**src/rtl/core/sisd_pkg.sv**
```systemverilog
package sisd_pkg;

   localparam int SRAM_DEPTH_DEF   = 2048;
   localparam int POINTER_BITS_DEF = 13;
   localparam int BYTE_BITS        = 8;

   localparam logic KIND_READ  = 1'b0;
   localparam logic KIND_WRITE = 1'b1;

   localparam logic [3:0] PORT_ID      = 4'd0;
   localparam logic [3:0] PORT_SWITCH  = 4'd1;
   localparam logic [3:0] PORT_COLOUR  = 4'd3;
   localparam logic [3:0] PORT_PATTERN = 4'd4;
   localparam logic [3:0] PORT_PTR_LO  = 4'd7;
   localparam logic [3:0] PORT_PTR_HI  = 4'd8;
   localparam logic [3:0] PORT_SRAM    = 4'd9;

   localparam logic [7:0] ID_BYTE        = 8'hF7;
   localparam logic [7:0] SWITCH_ON_BYTE = 8'h7F;
   localparam logic [7:0] IDLE_BYTE      = 8'hFF;
   localparam logic [7:0] WRITE_BYTE     = 8'h00;
   localparam logic [7:0] ERASED_BYTE    = 8'hFF;

   typedef struct packed {
      logic       kind;
      logic [3:0] port;
      logic [7:0] write_data;
      logic       front_switch;
   } req_type;

   typedef struct packed {
      logic [7:0] read_data;
      logic       cpu_fast;
   } rsp_type;

   typedef struct packed {
      logic clear_en;
      logic accept;
      logic load_direct;
      logic load_fetched;
   } cmd_type;

   typedef struct packed {
      logic clear_done;
      logic sram_read;
   } sts_type;

endpackage

```
**src/rtl/core/sisd_ctrl.sv**
```systemverilog
module sisd_ctrl (
   input  logic              clock,
   input  logic              reset,
   input  logic              req_valid,
   input  logic              rsp_stall,
   input  sisd_pkg::sts_type sts,
   output logic              req_stall,
   output logic              rsp_valid,
   output sisd_pkg::cmd_type cmd
);

   import sisd_pkg::*;

   typedef enum logic [2:0] {
      ST_CLEAR = 3'b001,
      ST_IDLE  = 3'b010,
      ST_FETCH = 3'b100
   } state_type;

   state_type state_ff, state_in;
   logic      rsp_valid_ff, rsp_valid_in;
   logic      out_blocked;
   logic      accept;

   // a result still held and stalled blocks the next word
   assign out_blocked = rsp_valid_ff && rsp_stall;
   assign req_stall   = (state_ff != ST_IDLE) || out_blocked;
   assign accept      = req_valid && !req_stall;

   always_comb begin
      cmd.clear_en     = (state_ff == ST_CLEAR);
      cmd.accept       = accept;
      cmd.load_direct  = accept && !sts.sram_read;
      cmd.load_fetched = (state_ff == ST_FETCH);
   end

   always_comb begin
      state_in = state_ff;
      unique case (state_ff)
         ST_CLEAR: begin
            if (sts.clear_done) begin
               state_in = ST_IDLE;
            end
         end
         ST_IDLE: begin
            if (accept && sts.sram_read) begin
               state_in = ST_FETCH;
            end
         end
         ST_FETCH: state_in = ST_IDLE;
         default:  state_in = ST_CLEAR;
      endcase
   end

   always_comb begin
      rsp_valid_in = rsp_valid_ff;
      priority if (cmd.load_direct || cmd.load_fetched) begin
         rsp_valid_in = 1'b1;
      end else if (rsp_valid_ff && !rsp_stall) begin
         rsp_valid_in = 1'b0;
      end
   end

   always_ff @(posedge clock) begin
      if (reset) begin
         state_ff     <= ST_CLEAR;
         rsp_valid_ff <= 1'b0;
      end else begin
         state_ff     <= state_in;
         rsp_valid_ff <= rsp_valid_in;
      end
   end

   assign rsp_valid = rsp_valid_ff;

endmodule

```
**config.mk**
```make
export PLATFORM = sky130hd
export DESIGN_NAME = sisd_ctrl
export DESIGN_NICKNAME = d
export VERILOG_FILES = /design/src/rtl/core/sisd_pkg.sv /design/src/rtl/core/sisd_ctrl.sv
export SDC_FILE = /design/constraint.sdc
export NUM_CORES = 1
export LEC_CHECK = 0
export BUFFER_PORTS_ARGS = -buffer_cell sky130_fd_sc_hd__clkbuf_2
export CAP_MARGIN = 20
export CORE_AREA = 2 2 39 41
export DETAILED_ROUTE_END_ITERATION = 8
export DIE_AREA = 0 0 41 43
export MAX_ROUTING_LAYER = met4
export SETUP_SLACK_MARGIN = 0.02
export SYNTH_ARGS = -nofsm -noshare
export SYNTH_HDL_FRONTEND = slang
export SYNTH_SLANG_ARGS = --single-unit
```
**constraint.sdc**
```tcl
create_clock -name clock -period 1.45 [get_ports clock]
set_input_delay 0.0725 -clock clock [delete_from_list [all_inputs] [get_ports clock]]
set_output_delay 0.0725 -clock clock [all_outputs]
set_load 0.05 [all_outputs]
```
==> results of run 1 <==
## report_power, final
group	leakage, uW	total (uW)	switching (uW)	internal, uW
clock network	0.0000138	132	40.0	92.2
logic	0.000132	63.1	36.6	26.5
registers	0.0000329	123	6.66	116
## metrics by stage
| step | cells | utilization | setup WS (ns) | cell area [sq um] | hold WS, ns |
|---|---|---|---|---|---|
| finish | 61 | 0.281 | 0.112 | 389 | 0.0571 |
| global placement | 56 | 0.249 | 0.252 | 344 | 0.311 |
| CTS | 59 | 0.269 | 0.00962 | 372 | 0.0590 |
| global route | 61 | 0.281 | 0.0330 | 389 | 0.0649 |
| floorplan | 29 | - | 0.141 | 269 | 0.142 |
| detailed placement | 56 | 0.249 | 0.218 | 344 | 0.307 |
## cell usage in the layout, fill, tap and decap left out
cell and n:
and3b_1 1, clkbuf_2 9, nor2b_1 1, o21ai_0 2
nand2_1 3, nor3b_4 2, a21oi_1 3, dfxtp_1 2
nor3b_2 2, nand3_2 1, clkbuf_4 4, o311ai_1 1
inv_1 3, and2b_1 1, nor2_2 1, o21bai_1 1
buf_4 4, nor4bb_1 1, dfxtp_2 2, and2_1 1
## per-layer routing
metal | routed length [um] | part of all wire | vias to the layer above
met2 | 356 | 0.65 | 1
met3 | 11 | 0.020 | 0
met4 | 0 | 0 | 0
met5 | 0 | 0 | -
met1 | 177 | 0.32 | 121
li1 | - | - | 132
## final cells by class
cell class                      count  share of cell area
Clock buffer                        3              0.0579
Tap cell                           16              0.0514
Sequential cell                     4               0.212
Multi-Input combinational cell     21               0.437
Timing Repair Buffer               14               0.212
Inverter                            3              0.0289
## kinds of logic after synthesis
kind of cell           count (synthesis)  synth area share
AND/OR/NAND/NOR                       14             0.451
AO/OA/AOI/OAI                          7             0.162
flip-flops                             4             0.314
buffers and inverters                  4            0.0735
## flip-flops by register name, summed over array words and instances (netlist names)
name       cells
state_ff       3
rsp_valid      1
## path summary, 6_finish.rpt
kind / from / end / depth (start not counted)
worst min-delay path: reset / state_ff[2]$_SDFFE_PP0P_ / 2
worst max register to register: state_ff[1]$_SDFFE_PP0P_ / state_ff[1]$_SDFFE_PP0P_ / 4
worst min register to register: rsp_valid$_SDFFE_PP0P_ / rsp_valid$_SDFFE_PP0P_ / 2
worst max-delay path: state_ff[0]$_SDFFE_PP1P_ / cmd[1] / 4
## repair_timing
action,in CTS,in global routing
pin swaps,0,1
setup endpoints to repair,2,2
setup buffers,0,2
gates resized for setup,2,3
==> summary.txt, run 1 <==
Status
  • Status: complete, no violations

Finish
  • Nets: 53
  • Share of cells above drive strength 1: 0.556
  • Storage cell area: 82.6 sq um
  • Area of the multi-input gates: 170 sq um
  • Fillers: 162
  • Area Overhead vs Synth: 52.5%
  • Ant. Diodes: 0

Floorplan
  • Die Ht: 43 um
  • IO Count: 12
  • Num rows: 14
  • Initial Util: 0.184
  • Die Wd: 41 um
  • Core ar.: 0.00138 sq mm
  • Die area: 0.00176 sq mm

Yosys
  • Sequential share of the synthesized area: 0.314
  • Syn_nets: 35
  • Post-synth EDFFs: 0
  • Ys Warns: 0
  • Mapped Area: 255 sq um
  • Synth top area cells: dfxtp_1 (31%), nor3b_2 (9.8%), nor3b_4 (7.4%)
  • Top cell type's share of synthesized area: 0.314
  • Synth area leader: dfxtp_1
  • Avg Cell Area, Syn: 8.80 sq um
  • Yosys cell types: 18
  • Count leader, synth: dfxtp_1
  • Synth Instances: 29
  • Share of flip-flops with an asynchronous set or reset: 0
  • #FFs+latches synth: 4
  • Synth top cells by count: dfxtp_1 (4), a21oi_1 (3), inv_1 (3), nand2_1 (3)
  • Ys flop type: dfxtp_1

Clocking
  • CTS Hold Buffers Added: 0
  • Worst-Skew Late Latency: 0.23 ns
  • Clock sinks: 4
  • Clock root buffer: clkbuf_4
  • CTS tree: done
  • H-tree depth: 1
  • Worst-path clk slew: 0.04 ns
  • CTS max path bufs: 2
  • Num CTS Buffers: 3

Power and ir drop
  • Power per Cell Area: 817 mW/mm^2
  • P_leak: 0.000179 uW
  • VDD IR max: 0.000286 V
  • Total Power: 318 uW

Detailed routing
  • ANT nets after route: 0
  • Wire length per cell: 8.93 um
  • Vias: 254
  • DR vias/cell: 4.16
  • Total Routed Length: 545 um
  • Drt first pass iters: 1
  • Iter 0 DRT Violations: 0
  • Final routed DRC violation total: 0

STA
  • Setup violators final: 0
  • RSZ-0062 raised after global routing: false
  • Setup TNS: 0 ns
  • Max Fclk: 747 MHz
  • Slew HR: 0.831
  • Fin. Hold Viols: 0
  • Post-route minimum period: 1.34 ns
  • Slew @ Worst Pin: 0.250 ns
  • Tcrit/Tclk final: 0.923
  • Max Slew Vio Count: 0
  • Clk_skew: 0.000725 ns

Setup path
  • Slowest CP cell: dfxtp_2
  • CP startpoint kind: register
  • Setup slack, reg-to-reg: 0.42 ns
  • CP Cell Sequence: nor3b_4 -> nand3_2 -> nor2_2 -> buf_4
  • Critical path's largest stage delay: 0.36 ns
  • Critical Path AT: 1.27 ns
  • Critical Path Fanout Max: 7
  • CP Buf/Inv Count: 1
  • Critical Path RT: 1.38 ns
  • CP Class: register to output port
  • Top cell family by delay on the critical path: simple AND/OR/NAND/NOR gates
  • Critical Path End Type: output port

GRT
  • Initial antenna violation count: 0
  • Global route overflow: 0
  • Met2 Use GR: 0.138
  • First-pass GRT wire length: 924 um
  • Met1 Use GR: 0.0710
  • Routing usage on met3: 0.0157
  • Total GRT Usage: 0.0803
  • Top Usage Layer GRT: met2
  • Vias in the first global route: 250
  • Pin count of the biggest net entering global routing: 9

Placement
  • Port bufs: 11
  • GPL Wtd Cong: 0.702
  • Dpl hpwl: 467 um

Min path
  • Hold/Removal Path Class: primary input to register

Job
  • Max-cap violation count: 0
Power figures use the tool's default switching activity.
==> run 2: changes to the inputs <==
==> constraint.sdc (replaced) <==
create_clock -name clock -period 1.45 [get_ports clock]
set_input_delay 0.145 -clock clock [delete_from_list [all_inputs] [get_ports clock]]
set_output_delay 0.145 -clock clock [all_outputs]
set_load 0.05 [all_outputs]
==> run 2 against run 1 <==
  * Critical path depth stayed put
  * Critical path type unchanged
  * Critical endpoint unchanged
  * Worst setup slack worse by 0.057 ns
  * Design area is 11% higher
==> summary.txt, run 2 (synthesis results as in run 1) <==
Setup path
  • Setup slack, reg-to-reg: 0.36 ns
  • Critical Path Fanout Max: 4
  • CP Class: register to output port
  • Critical Path End Type: output port
  • Critical Path RT: 1.31 ns
  • Critical Path AT: 1.25 ns
  • CP startpoint kind: register

GRT
  • Vias in the first global route: 250
  • Total GRT Usage: 0.0803
  • Global route overflow: 0
  • Initial antenna violation count: 0
  • First-pass GRT wire length: 924 um
  • Pin count of the biggest net entering global routing: 9

Clocking
  • CTS Hold Buffers Added: 0
  • Clock sinks: 4
  • Worst-path clk slew: 0.04 ns
  • CTS tree: done
  • Clock root buffer: clkbuf_4
  • Num CTS Buffers: 3
  • H-tree depth: 1
  • CTS max path bufs: 2
  • Worst-Skew Late Latency: 0.23 ns

Floorplan
  • Initial Util: 0.184
  • Num rows: 14
  • Core ar.: 0.00138 sq mm
  • Die Wd: 41 um
  • Die Ht: 43 um
  • IO Count: 12
  • Die area: 0.00176 sq mm

Detailed routing
  • ANT nets after route: 0
  • Iter 0 DRT Violations: 3
  • Final routed DRC violation total: 0
  • Total Routed Length: 594 um
  • Wire length per cell: 9.14 um
  • DR vias/cell: 4.28
  • Drt first pass iters: 4
  • Vias: 278

Placement
  • GPL Wtd Cong: 0.702
  • Port bufs: 11
  • Pre-CTS setup slack: 0.146 ns
  • Dpl hpwl: 467 um

Finish
  • Nets: 57
  • Most frequent cells in the layout: clkbuf_2 (9), buf_4 (8)
  • Max reg flops: 3
  • Share of cells above drive strength 1: 0.592
  • Area Overhead vs Synth: 69.1%
  • Area of the multi-input gates: 170 sq um
  • Ant. Diodes: 0
  • Final Util: 0.312
  • Storage cell area: 87.6 sq um
  • Fillers: 159
  • Commonest non-fill, non-tap cell in the layout: clkbuf_2
  • Largest register by flop count: state_ff

STA
  • Clk_skew: 0.000761 ns
  • Slew @ Worst Pin: 0.277 ns
  • Final setup margin: 0.0550 ns
  • Fin. Hold Viols: 0
  • Max Slew Vio Count: 0
  • Setup violators final: 0
  • Setup TNS: 0 ns
  • Tcrit/Tclk final: 0.962
  • Slew HR: 0.816
  • Max Fclk: 717 MHz
  • RSZ-0062 raised after global routing: true
  • Post-route minimum period: 1.39 ns

Power and ir drop
  • VDD IR max: 0.000277 V
  • Power per Cell Area: 741 mW/mm^2
  • P_leak: 0.000201 uW
  • Total Power: 320 uW

Min path
  • Hold/Removal Path Class: primary input to register

Status
  • Status: complete, no violations

Job
  • Max-cap violation count: 0
[run 2: changes by cell type in the layout (fill, tap and decap cells not counted)]
cell,previous run,this run
buf_8,0,1
dfxtp_4,0,2
clkbuf_4,4,3
buf_4,4,8
dfxtp_2,2,0
[run 2: critical path, stage by stage (launching register included)]
cell     delay [ns]
dfxtp_4        0.35
nor3b_4        0.23
nand3_2        0.13
nor2_2         0.16
buf_8          0.16
[run 2: where the power goes]
part	switching (uW)	total [uW]	internal [uW]
clock network	39.7	132	92.2
registers	4.29	118	113
logic	40.1	70.3	30.1
total	84.1	320	236
[run 2: layer usage]
metal | wire length [um] | share of wire | track usage
met5 | 0 | 0 | -
met4 | 0 | 0 | 0.0600
met3 | 11 | 0.019 | 0.0157
met2 | 375 | 0.63 | 0.138
met1 | 207 | 0.35 | 0.0710
[run 2: path summary, 6_finish.rpt]
check                      startpoint  depth (start not counted)                        to
max          state_ff[0]$_SDFFE_PP1P_                          4                    cmd[1]
min                             reset                          2  state_ff[2]$_SDFFE_PP0P_
max reg2reg  state_ff[2]$_SDFFE_PP0P_                          4    rsp_valid$_SDFFE_PP0P_
min reg2reg  state_ff[2]$_SDFFE_PP0P_                          1  state_ff[0]$_SDFFE_PP1P_
[run 2: repair_timing]
item                                    CTS  global route
pin swaps                                 0             3
endpoints found under the setup margin    3             2
gates resized for setup                   5             4
setup buffers                             0             6
[run 2: metrics by stage]
stage | instances | hold slack (ns) | cell area (sq um)
6_report | 65 | 0.125 | 432
3_5_place_dp | 56 | 0.380 | 344
5_1_grt | 65 | 0.132 | 432
3_3_place_gp | 56 | 0.383 | 344
4_1_cts | 59 | 0.124 | 380
2_1_floorplan | 29 | 0.214 | 269
[run 2: area by class of cell]
class / instances / area share
tap: 16 / 0.0464
timing repair buffer: 18 / 0.278
inverter: 3 / 0.0261
sequential: 4 / 0.203
multi-input combinational: 21 / 0.394
clock buffer: 3 / 0.0522
==> run 3: changes to the inputs <==
==> constraint.sdc (replaced) <==
create_clock -name clock -period 1.45 [get_ports clock]
set_input_delay 0.145 -clock clock [delete_from_list [all_inputs] [get_ports clock]]
set_output_delay 0.145 -clock clock [all_outputs]
set_load 0.02 [all_outputs]
==> run 3 against run 2 <==
  * Final cell count decreased by 11%
  * Worst setup slack better by 0.055 ns
  * Global-route usage is 0.82 points lower
  * Clock skew grew 0.0025 ns
  * Routed wire length shrank 19%
  * Design area shrank 18%
  * Maximum frequency is 4.1% higher
  * Via count fell by 11%
  * Register-to-register slack improved by 0.13 ns
  * Non-clock buffer count is 7 lower
  * Critical path type unchanged
  * Critical endpoint unchanged
==> summary.txt, run 3 (synthesis results as in run 1) <==
Status
  • Status: complete, no violations

Finish
  • Area Overhead vs Synth: 38.7%
  • Share of cells above drive strength 1: 0.500
  • Max reg flops: 3
  • Ant. Diodes: 0
  • Nets: 50
  • Fillers: 152
  • Area of the multi-input gates: 156 sq um
  • Commonest non-fill, non-tap cell in the layout: clkbuf_2
  • Storage cell area: 86.3 sq um
  • Most frequent cells in the layout: clkbuf_2 (10), nand2_1 (3), inv_1 (3), a21oi_1 (3), clkbuf_4 (3)
  • Largest register by flop count: state_ff
  • Final Cell Area: 354 sq um

Detailed routing
  • Vias: 247
  • DR vias/cell: 4.26
  • Drt first pass iters: 3
  • Total Routed Length: 480 um
  • Final routed DRC violation total: 0
  • ANT nets after route: 0
  • Wire length per cell: 8.28 um
  • Iter 0 DRT Violations: 1

GRT
  • First-pass GRT wire length: 848 um
  • Initial antenna violation count: 0
  • Global route overflow: 0
  • Total GRT Usage: 0.0722
  • Vias in the first global route: 243
  • Pin count of the biggest net entering global routing: 9

Clocking
  • H-tree depth: 1
  • Worst-Skew Late Latency: 0.23 ns
  • CTS max path bufs: 2
  • Num CTS Buffers: 3
  • Clock sinks: 4
  • CTS tree: done
  • Clock root buffer: clkbuf_4
  • Worst-path clk slew: 0.04 ns

Setup path
  • Top cell family by delay on the critical path: simple AND/OR/NAND/NOR gates
  • CP Cell Sequence: nor3b_4 -> nand3_2 -> nor2_1 -> buf_4
  • Critical Path AT: 1.20 ns
  • CP Buf/Inv Count: 1
  • Critical Path End Type: output port
  • CP startpoint kind: register
  • Critical Path RT: 1.31 ns
  • Slowest CP cell: dfxtp_4
  • Critical Path Fanout Max: 8
  • Critical path's largest stage delay: 0.37 ns
  • CP Class: register to output port

Power and ir drop
  • P_leak: 0.000158 uW
  • VDD IR max: 0.000278 V
  • Total Power: 295 uW
  • Power per Cell Area: 833 mW/mm^2

STA
  • Clk_skew: 0.00326 ns
  • RSZ-0062 raised after global routing: false
  • Final setup margin: 0.110 ns
  • Max Slew Vio Count: 0
  • Max Fclk: 746 MHz
  • Setup violators final: 0
  • Tcrit/Tclk final: 0.924
  • Slew @ Worst Pin: 0.235 ns
  • Fin. Hold Viols: 0
  • WHS: 0.133 ns
  • Setup TNS: 0 ns
  • Post-route minimum period: 1.34 ns
  • Slew HR: 0.841

Job
  • Max-cap violation count: 0

Placement
  • Pre-CTS setup slack: 0.210 ns
  • GPL Wtd Cong: 0.674
  • Dpl hpwl: 430 um
  • Port bufs: 11
  • Cell Area, Placed: 323 sq um

Min path
  • Hold/Removal Path Class: primary input to register

Floorplan
  • Num rows: 14
  • Core ar.: 0.00138 sq mm
  • Die Wd: 41 um
  • IO Count: 12
  • Die Ht: 43 um
  • Die area: 0.00176 sq mm
  • Initial Util: 0.184
## run 3: report_power, final
part / internal [uW] / switching [uW]
Sequential: 116 / 8.62
Combinational: 21.1 / 19.6
Clock: 92.0 / 38.1
## run 3: metrics by stage
step	util	std cells
floorplan	-	29
detailed placement	0.233	55
global route	0.256	58
global placement	0.233	55
CTS	0.250	58
finish	0.256	58
## run 3: path summary, 6_finish.rpt
kind         slack (ns)                startpoint  cells after the start                  endpoint
max reg2reg        0.49  state_ff[1]$_SDFFE_PP0P_                      3  state_ff[2]$_SDFFE_PP0P_
min                0.13                     reset                      2  state_ff[1]$_SDFFE_PP0P_
max                0.11  state_ff[1]$_SDFFE_PP0P_                      4                    cmd[1]
min reg2reg        0.55    rsp_valid$_SDFFE_PP0P_                      2    rsp_valid$_SDFFE_PP0P_
## run 3: worst register-to-register path: cells and delay by family (launching register included)
kind / cells / cell delay (ns)
simple gates: 3 / 0.52
flops: 1 / 0.37
## run 3: final cells by class
class,count,area share
Clock buffer,3,0.0636
Inverter,3,0.0318
Multi-Input combinational cell,21,0.442
Sequential cell,4,0.244
Tap cell,16,0.0565
Timing Repair Buffer,11,0.163
## run 3: timing repair
item,4_1_cts,5_1_grt
resized for setup,1,5
endpoints found under the setup margin,2,2
cloned,0,0
setup buffers,0,0
hold buffers,0,0
pin swaps,0,1
## run 3: layer usage
| metal | global-route usage | vias to the layer above | wire length, um |
|---|---|---|---|
| met4 | 0.0400 | 0 | 0 |
| met5 | - | - | 0 |
| met3 | 0.0314 | 0 | 13 |
| met1 | 0.0680 | 117 | 185 |
| li1 | - | 129 | - |
| met2 | 0.116 | 1 | 281 |
